==> src/design/pcs_pkg.sv <==
// ----------------------------------------------------------------------------
// Parallel copy sequencer package
// Sizes, payload types, cell opcodes and chain control/status structs.
// ----------------------------------------------------------------------------
`timescale 1ns / 1ps
`default_nettype none

package pcs_pkg;

    localparam int MAX_COPIES = 16;
    localparam int MAX_MOVES  = MAX_COPIES + MAX_COPIES / 2;
    localparam int CNT_W      = $clog2(MAX_COPIES + 1);
    localparam int POS_W      = $clog2(MAX_COPIES);
    localparam int MCNT_W     = $clog2(MAX_MOVES + 1);
    localparam int REG_W      = 16;
    localparam int KIND_W     = 8;

    // Cell opcodes
    localparam logic [1:0] CELL_HOLD  = 2'd0;
    localparam logic [1:0] CELL_SHIFT = 2'd1;
    localparam logic [1:0] CELL_REDIR = 2'd2;
    localparam logic [1:0] CELL_CLEAR = 2'd3;

    typedef struct packed {
        logic [REG_W-1:0]  copy_dst;
        logic [REG_W-1:0]  copy_src;
        logic [KIND_W-1:0] copy_kind;
        logic              last_copy;
    } copy_req_t;

    typedef struct packed {
        logic [REG_W-1:0]  move_dst;
        logic [REG_W-1:0]  move_src;
        logic [KIND_W-1:0] move_kind;
        logic              kind_error;
        logic              last_move;
    } move_t;

    // One pending copy held in a cell
    typedef struct packed {
        logic              pending;
        logic [REG_W-1:0]  dst;
        logic [REG_W-1:0]  src;
        logic [KIND_W-1:0] kind;
    } entry_t;

    // Broadcast from chain to every cell
    typedef struct packed {
        logic [1:0]        op;
        logic [REG_W-1:0]  dst;
        logic [KIND_W-1:0] kind;
        logic [REG_W-1:0]  temp;
    } cell_bcast_t;

    // Sequencer to chain
    typedef struct packed {
        logic [1:0]       op;
        logic             load;
        logic             drop_head;
        logic [REG_W-1:0] temp;
    } chain_ctrl_t;

    // Chain to sequencer
    typedef struct packed {
        entry_t head;
        logic   any_pending;
        logic   others_pending;
        logic   head_read;
        logic   redir_err;
    } chain_stat_t;

endpackage

`default_nettype wire

==> src/design/pcs_cell.sv <==
// ----------------------------------------------------------------------------
// Copy cell
// Holds one pending copy, shifts toward the head and compares its source
// against the broadcast destination.
// ----------------------------------------------------------------------------
`timescale 1ns / 1ps
`default_nettype none

module pcs_cell (
    input  wire                 clk,
    input  wire                 rst_n,
    input  pcs_pkg::cell_bcast_t bcast,
    input  pcs_pkg::entry_t      shift_in,
    output pcs_pkg::entry_t      entry,
    output logic                 match,
    output logic                 kind_mismatch
);
    import pcs_pkg::*;

    logic              pending_reg, pending_next;
    logic [REG_W-1:0]  dst_reg, dst_next;
    logic [REG_W-1:0]  src_reg, src_next;
    logic [KIND_W-1:0] kind_reg, kind_next;

    // Reader check against broadcast register
    assign match         = pending_reg && (src_reg == bcast.dst);
    assign kind_mismatch = match && (kind_reg != bcast.kind);

    assign entry = '{pending: pending_reg, dst: dst_reg, src: src_reg, kind: kind_reg};

    // Next-state per opcode
    always_comb
    begin
        pending_next = pending_reg;
        dst_next     = dst_reg;
        src_next     = src_reg;
        kind_next    = kind_reg;
        case (bcast.op)
            CELL_SHIFT:
            begin
                pending_next = shift_in.pending;
                dst_next     = shift_in.dst;
                src_next     = shift_in.src;
                kind_next    = shift_in.kind;
            end
            CELL_REDIR:
            begin
                if (match)
                begin
                    src_next = bcast.temp;
                end
            end
            CELL_CLEAR:
            begin
                pending_next = 1'b0;
            end
            default:
            begin
                pending_next = pending_reg;
            end
        endcase
    end

    // Control bit
    always_ff @(posedge clk or negedge rst_n)
    begin
        if (!rst_n)
        begin
            pending_reg <= 1'b0;
        end
        else
        begin
            pending_reg <= pending_next;
        end
    end

    // Payload
    always_ff @(posedge clk)
    begin
        dst_reg  <= dst_next;
        src_reg  <= src_next;
        kind_reg <= kind_next;
    end

endmodule

`default_nettype wire

==> src/design/pcs_chain.sv <==
// ----------------------------------------------------------------------------
// Copy chain
// Ring of copy cells. Loads enter at the tail; rotation moves the head entry
// back to the tail, dropping it when it has been emitted.
// ----------------------------------------------------------------------------
`timescale 1ns / 1ps
`default_nettype none

module pcs_chain (
    input  wire                  clk,
    input  wire                  rst_n,
    input  pcs_pkg::chain_ctrl_t ctrl,
    input  pcs_pkg::copy_req_t   copy_in,
    output pcs_pkg::chain_stat_t stat
);
    import pcs_pkg::*;

    entry_t                cell_q [MAX_COPIES];
    entry_t                tail_in;
    cell_bcast_t           bcast;
    logic [MAX_COPIES-1:0] match;
    logic [MAX_COPIES-1:0] kmis;
    logic [MAX_COPIES-1:0] pend;

    // Head entry drives the compare bus
    always_comb
    begin
        bcast.op   = ctrl.op;
        bcast.dst  = cell_q[0].dst;
        bcast.kind = cell_q[0].kind;
        bcast.temp = ctrl.temp;
    end

    // Tail feed: new copy on load, else recirculated head
    always_comb
    begin
        if (ctrl.load)
        begin
            tail_in.pending = 1'b1;
            tail_in.dst     = copy_in.copy_dst;
            tail_in.src     = copy_in.copy_src;
            tail_in.kind    = copy_in.copy_kind;
        end
        else
        begin
            tail_in         = cell_q[0];
            tail_in.pending = cell_q[0].pending && !ctrl.drop_head;
        end
    end

    // Cell row
    for (genvar i = 0; i < MAX_COPIES; i++)
    begin : g_cell
        entry_t nbr;
        if (i == MAX_COPIES - 1)
        begin : g_tail
            assign nbr = tail_in;
        end
        else
        begin : g_body
            assign nbr = cell_q[i+1];
        end

        pcs_cell u_cell (
            .clk           (clk),
            .rst_n         (rst_n),
            .bcast         (bcast),
            .shift_in      (nbr),
            .entry         (cell_q[i]),
            .match         (match[i]),
            .kind_mismatch (kmis[i])
        );

        assign pend[i] = cell_q[i].pending;
    end

    // Status reductions; head excluded from reader check
    always_comb
    begin
        stat.head           = cell_q[0];
        stat.any_pending    = |pend;
        stat.others_pending = |pend[MAX_COPIES-1:1];
        stat.head_read      = |match[MAX_COPIES-1:1];
        stat.redir_err      = |kmis;
    end

endmodule

`default_nettype wire

==> src/design/parallel_copy_sequencer_core.sv <==
// ----------------------------------------------------------------------------
// Parallel copy sequencer
// Loads a batch of parallel copies into a ring of cells and emits an ordered
// list of single moves, breaking cycles through fresh temporaries.
//
//   channel  | dir | handshake             | payload
//   copy     | in  | copy_valid/copy_stall | copy_req_t
//   move     | out | move_valid/move_stall | move_t
//   cfg      | in  | cfg_wr_en             | cfg_wr_data (temp_base)
//
// Loading: one cycle per copy; copies beyond MAX_COPIES are dropped.
// Emission: each pass rotates the full ring; a cycle break seeks the first
//   pending copy, saves its dst in a temp and realigns the ring, skipping the
//   realign when the first pending copy is already at the head.
// A clear state ends the batch; copy_stall is high from last copy until it ends.
// Reset clears all pending copies, counters and temp_base; a stalled move
//   holds the sequencer in place during scan and seek.
// ----------------------------------------------------------------------------
`timescale 1ns / 1ps
`default_nettype none

module parallel_copy_sequencer_core (
    input  wire                 clk,
    input  wire                 rst_n,
    input  wire                 copy_valid,
    output logic                copy_stall,
    input  pcs_pkg::copy_req_t  copy,
    output logic                move_valid,
    input  wire                 move_stall,
    output pcs_pkg::move_t      move,
    input  wire                 cfg_wr_en,
    input  wire [15:0]          cfg_wr_data
);
    import pcs_pkg::*;

    localparam logic [2:0] ST_LOAD  = 3'd0;
    localparam logic [2:0] ST_SCAN  = 3'd1;
    localparam logic [2:0] ST_SEEK  = 3'd2;
    localparam logic [2:0] ST_ALIGN = 3'd3;
    localparam logic [2:0] ST_CLEAR = 3'd4;

    logic [2:0]       state_reg, state_next;
    logic [CNT_W-1:0] count_reg, count_next;
    logic [POS_W-1:0] pos_reg, pos_next;
    logic             progress_reg, progress_next;
    logic [MCNT_W-1:0] mcnt_reg, mcnt_next;
    logic [REG_W-1:0] temps_used_reg, temps_used_next;
    logic [REG_W-1:0] temp_base_reg;
    logic             out_valid_reg;
    move_t            out_data_reg;

    chain_ctrl_t      ctrl;
    chain_stat_t      stat;
    logic             copy_acc;
    logic             out_free;
    logic [REG_W-1:0] temp_num;
    logic             last_pos;
    logic             cap_last;
    logic [POS_W-1:0] pos_inc;
    logic             emit;
    move_t            emit_data;
    logic             emit_now;

    pcs_chain u_chain (
        .clk     (clk),
        .rst_n   (rst_n),
        .ctrl    (ctrl),
        .copy_in (copy),
        .stat    (stat)
    );

    assign copy_stall = (state_reg != ST_LOAD);
    assign copy_acc   = copy_valid && !copy_stall;
    assign out_free   = !out_valid_reg || !move_stall;
    assign temp_num   = temp_base_reg + temps_used_reg;
    assign last_pos   = (pos_reg == POS_W'(MAX_COPIES - 1));
    assign cap_last   = (mcnt_reg == MCNT_W'(MAX_MOVES - 1));
    assign pos_inc    = last_pos ? '0 : pos_reg + POS_W'(1);
    assign emit_now   = stat.head.pending && !stat.head_read;

    // Sequencer
    always_comb
    begin
        state_next      = state_reg;
        count_next      = count_reg;
        pos_next        = pos_reg;
        progress_next   = progress_reg;
        mcnt_next       = mcnt_reg;
        temps_used_next = temps_used_reg;
        ctrl.op         = CELL_HOLD;
        ctrl.load       = 1'b0;
        ctrl.drop_head  = 1'b0;
        ctrl.temp       = temp_num;
        emit            = 1'b0;
        emit_data       = '0;

        case (state_reg)
            ST_LOAD:
            begin
                if (copy_acc)
                begin
                    if (count_reg != CNT_W'(MAX_COPIES))
                    begin
                        ctrl.op    = CELL_SHIFT;
                        ctrl.load  = 1'b1;
                        count_next = count_reg + CNT_W'(1);
                    end
                    if (copy.last_copy)
                    begin
                        state_next    = ST_SCAN;
                        pos_next      = '0;
                        progress_next = 1'b0;
                        mcnt_next     = '0;
                    end
                end
            end

            // One head entry per cycle while the move output is free; emit if nobody still reads its dst
            ST_SCAN:
            begin
                if (out_free)
                begin
                    ctrl.op        = CELL_SHIFT;
                    ctrl.drop_head = emit_now;
                    pos_next       = pos_inc;
                    if (emit_now)
                    begin
                        emit                 = 1'b1;
                        emit_data.move_dst   = stat.head.dst;
                        emit_data.move_src   = stat.head.src;
                        emit_data.move_kind  = stat.head.kind;
                        emit_data.kind_error = 1'b0;
                        emit_data.last_move  = cap_last || !stat.others_pending;
                        mcnt_next            = mcnt_reg + MCNT_W'(1);
                    end
                    if (emit_now && (cap_last || !stat.others_pending))
                    begin
                        state_next = ST_CLEAR;
                    end
                    else if (last_pos)
                    begin
                        progress_next = 1'b0;
                        if (!(progress_reg || emit_now))
                        begin
                            state_next = ST_SEEK;
                        end
                    end
                    else
                    begin
                        progress_next = progress_reg || emit_now;
                    end
                end
            end

            // Rotate to first pending copy, then save its dst in a temp
            ST_SEEK:
            begin
                if (out_free)
                begin
                    if (stat.head.pending)
                    begin
                        ctrl.op              = CELL_REDIR;
                        emit                 = 1'b1;
                        emit_data.move_dst   = temp_num;
                        emit_data.move_src   = stat.head.dst;
                        emit_data.move_kind  = stat.head.kind;
                        emit_data.kind_error = stat.redir_err;
                        emit_data.last_move  = cap_last;
                        mcnt_next            = mcnt_reg + MCNT_W'(1);
                        temps_used_next      = temps_used_reg + REG_W'(1);
                        if (cap_last)
                        begin
                            state_next = ST_CLEAR;
                        end
                        else if (pos_reg == '0)
                        begin
                            state_next    = ST_SCAN;
                            progress_next = 1'b0;
                        end
                        else
                        begin
                            state_next = ST_ALIGN;
                        end
                    end
                    else
                    begin
                        ctrl.op  = CELL_SHIFT;
                        pos_next = pos_inc;
                    end
                end
            end

            // Finish the lap so the next pass starts at the first copy
            ST_ALIGN:
            begin
                ctrl.op  = CELL_SHIFT;
                pos_next = pos_inc;
                if (last_pos)
                begin
                    state_next    = ST_SCAN;
                    progress_next = 1'b0;
                end
            end

            ST_CLEAR:
            begin
                ctrl.op    = CELL_CLEAR;
                count_next = '0;
                mcnt_next  = '0;
                state_next = ST_LOAD;
            end

            default:
            begin
                state_next = ST_LOAD;
            end
        endcase
    end

    // Control registers
    always_ff @(posedge clk or negedge rst_n)
    begin
        if (!rst_n)
        begin
            state_reg      <= ST_LOAD;
            count_reg      <= '0;
            pos_reg        <= '0;
            progress_reg   <= 1'b0;
            mcnt_reg       <= '0;
            temps_used_reg <= '0;
            temp_base_reg  <= '0;
            out_valid_reg  <= 1'b0;
        end
        else
        begin
            state_reg      <= state_next;
            count_reg      <= count_next;
            pos_reg        <= pos_next;
            progress_reg   <= progress_next;
            mcnt_reg       <= mcnt_next;
            temps_used_reg <= temps_used_next;
            if (cfg_wr_en)
            begin
                temp_base_reg <= cfg_wr_data;
            end
            if (emit)
            begin
                out_valid_reg <= 1'b1;
            end
            else if (!move_stall)
            begin
                out_valid_reg <= 1'b0;
            end
        end
    end

    // Move output register
    always_ff @(posedge clk)
    begin
        if (emit)
        begin
            out_data_reg <= emit_data;
        end
    end

    assign move_valid = out_valid_reg;
    assign move       = out_data_reg;

endmodule

`default_nettype wire

==> config.mk <==
export PLATFORM = sky130hd
export DESIGN_NAME = parallel_copy_sequencer_core
export DESIGN_NICKNAME = d
export VERILOG_FILES = /design/src/design/pcs_pkg.sv /design/src/design/pcs_cell.sv /design/src/design/pcs_chain.sv /design/src/design/parallel_copy_sequencer_core.sv
export SDC_FILE = /design/constraint.sdc
export NUM_CORES = 1
export LEC_CHECK = 0
export ABC_AREA = 1
export BUFFER_PORTS_ARGS = -buffer_cell sky130_fd_sc_hd__clkbuf_2
export CAP_MARGIN = 20
export CORE_MARGIN = 3
export CORE_UTILIZATION = 40
export DETAILED_ROUTE_END_ITERATION = 16
export PLACE_DENSITY = 0.54
export SLEW_MARGIN = 20
export SYNTH_ARGS = -nofsm -noshare
export SYNTH_HDL_FRONTEND = slang
export SYNTH_SLANG_ARGS = --single-unit
==> constraint.sdc <==
create_clock -name clk -period 25.5 [get_ports clk]
set_clock_uncertainty 0.15 [all_clocks]
set_input_delay 2.55 -clock clk [delete_from_list [all_inputs] [get_ports clk]]
set_output_delay 2.55 -clock clk [all_outputs]
set_load 0.01 [all_outputs]
==> metrics.txt <==
status complete, no violations; Num CTS Buffers 83; storage element area 22200 um2; Avg WL per Cell 22.1 um; YS warnings 0; Seq/Total Area, Yosys 0.673; die height between 200 and 300 um; Post-synth EDFFs 682; Final setup viols 0; number of global-route vias before repair 21900; # H-tree levels 3; Root Driver clkbuf_16; Gates resized, CTS repair 0; RSZ-0062 raised after global routing no; drt total wl 91400 um; row count 104; CTS clk-pin slew, worst paths ~60 ps; Critical Path Fanout Max 83; P_leak 0.0147 uW; CP Capture Type flop; CP Class primary input to flop; proportion of power drawn by flip-flops and latches 0.504; r2r setup slk 20040 ps; total global-route track usage 0.211; routability cong. about 0.87; Power Dens Cells 76.8 nW/um2; Slew Limit Fails 0; FMAX 151 MHz; Finished Layout Cells roughly 4100; initial drt markers 2292; die area 85700 um2; syn_nets ~3000; crit path time final 6640 ps; Slew HR 0.183; total power between 2000 and 3000 uW; largest net degree at the start of global routing 96; core area 81100 um2; initial antenna violation count 4; drt first pass iters 6; Starting Density 0.406; final instance area 37200 um2; TNS Setup 0 ps; hpwl dp between 50000 and 60000 um; reg2reg path depth 10; Seq cells post-synth approximately 750; CP Launch Type primary input; Max Cap Violations 0; Primary FF master, synth edfxtp_1; CTS tree built; hold_buf cts 0; Post-Place Cell Area 34400 um2; DR vias ~22000; share of post-route cells with drive strength above 1 0.117; worst skew pair latency 640 ps; CTS max path bufs 3; Cells after Synth 2907; DP Cell Count just under 4000; most common cell after layout, fill and taps aside nand2_1; Top-Level Pins between 100 and 150; Sink Count 749; CP Data Required Time around 26000 ps; Power Internal 2180 uW; fillcell total 7375; Synth async-reset ratio 0.0895; Worst EP arrival 6740 ps; Antenna Cells 0; Antenna Nets Post-Route 0; Via density ~5.4; Final Hold Vio Count 0; area grow syn2layout 12.9%; Switching Share 0.237; Comb pwr share 0.074; area used by multi-input combinational logic 9010 um2; Die W 293 um; Residual DRC 0; Worst-Margin Slew 1220 ps; Yosys cell types 56; Syn Area/Cell 11.3 um2; Sw Pwr 675 uW; Max IR drop VDD 49.3 uV; final worst-path cycle share 0.261; global route overflow 0; nets 3089; mapped cell area 32900 um2; Hold Path Depth 0; most frequent cells in the layout 746 x nand2_1, 682 x edfxtp_1, 267 x o21ai_0, 252 x inv_1, 170 x nor2_1; port bufs between 100 and 150; clock power share 0.423; first-pass GRT wire length 136000 um; Setup Fix Bufs, Post-CTS 0; worst min path class flop to flop; WHS 259 ps
==> synthesized netlist by cell type, drive strengths merged (2+ instances only) <==
| library cell | instances | area [um2] |
|---|---|---|
| nand2 | 754 | 2860 |
| edfxtp | 682 | 20500 |
| o21ai | 337 | 1690 |
| inv | 282 | 1070 |
| nor2 | 174 | 671 |
| xor2 | 127 | 1110 |
| buf | 74 | 467 |
| dfrtp | 67 | 1680 |
| xnor2 | 64 | 561 |
| clkbuf | 59 | 221 |
| nand3 | 49 | 270 |
| a21oi | 41 | 209 |
| o22ai | 37 | 294 |
| nor3 | 27 | 173 |
| nand4 | 22 | 138 |
| ha | 21 | 263 |
| nor4 | 18 | 113 |
| o31ai | 16 | 120 |
| mux2 | 15 | 169 |
| o211ai | 13 | 97.6 |
| a21o | 7 | 52.6 |
| a2111oi | 2 | 36.3 |
| a211oi | 2 | 15.0 |
| clkinv | 2 | 7.51 |
| or2 | 2 | 12.5 |
==> critical path, cell delays in order <==
cell and delay (ps):
clkbuf_2 80, nand2_1 200, clkinv_1 160, nor2_1 270, nor3_1 110, nand3_2 300
inv_2 100, nor3_4 190, buf_4 790, buf_4 870, buf_4 920
==> cell type report <==
class / instances / share of cell area
Clock buffer: 103 / 0.0593
Clock inverter: 47 / 0.0147
Inverter: 284 / 0.0290
Multi-Input combinational cell: 1741 / 0.243
Sequential cell: 749 / 0.596
Tap cell: 1060 / 0.0357
Timing Repair Buffer: 146 / 0.0226
==> final timing paths <==
| kind | start | endpoint |
|---|---|---|
| hold / removal | u_chain.g_cell[13].u_cell.dst_reg[1] | u_chain.g_cell[12].u_cell.dst_reg[1] |
| max in group asynchronous | rst_n | temp_base_reg[13] |
| setup / recovery | move_stall | u_chain.g_cell[11].u_cell.dst_reg[8] |
| setup reg to reg | state_reg[2] | u_chain.g_cell[11].u_cell.dst_reg[8] |
| hold reg to reg | u_chain.g_cell[13].u_cell.dst_reg[1] | u_chain.g_cell[12].u_cell.dst_reg[1] |
| min in group asynchronous | rst_n | move_valid |
==> per-layer routing <==
layer  wire length, um  GRT usage
met5                 0          0
met4              3830     0.0831
met3              7950     0.0431
met2             41900      0.338
met1             37600      0.283
==> power by group through the flow <==
stage | sequential (uW) | clock, uW | combinational [uW]
5_1_grt | 1440 | 1280 | 235
3_3_place_gp | 1460 | 0 | 203
2_1_floorplan | 1440 | 0 | 148
4_1_cts | 1440 | 1230 | 208
6_report | 1440 | 1210 | 211
3_5_place_dp | 1460 | 0 | 207
==> cell families after synthesis <==
| family | synth area share |
|---|---|
| adder cells (fa/ha/maj) | 0.00859 |
| XOR/XNOR | 0.0508 |
| buffers and inverters | 0.0536 |
| AO/OA/AOI/OAI | 0.0785 |
| AND/OR/NAND/NOR | 0.130 |
| multiplexers | 0.00513 |
| flip-flops | 0.673 |
==> per-stage QoR <==
| step | util | setup slack (ps) |
|---|---|---|
| 2_1_floorplan | - | 11710 |
| 3_3_place_gp | 0.424 | 18200 |
| 3_5_place_dp | 0.424 | 18070 |
| 4_1_cts | 0.458 | 18760 |
| 5_1_grt | 0.458 | 18490 |
| 6_report | 0.458 | 18860 |
Note: power is estimated with default switching activity, not from simulation.
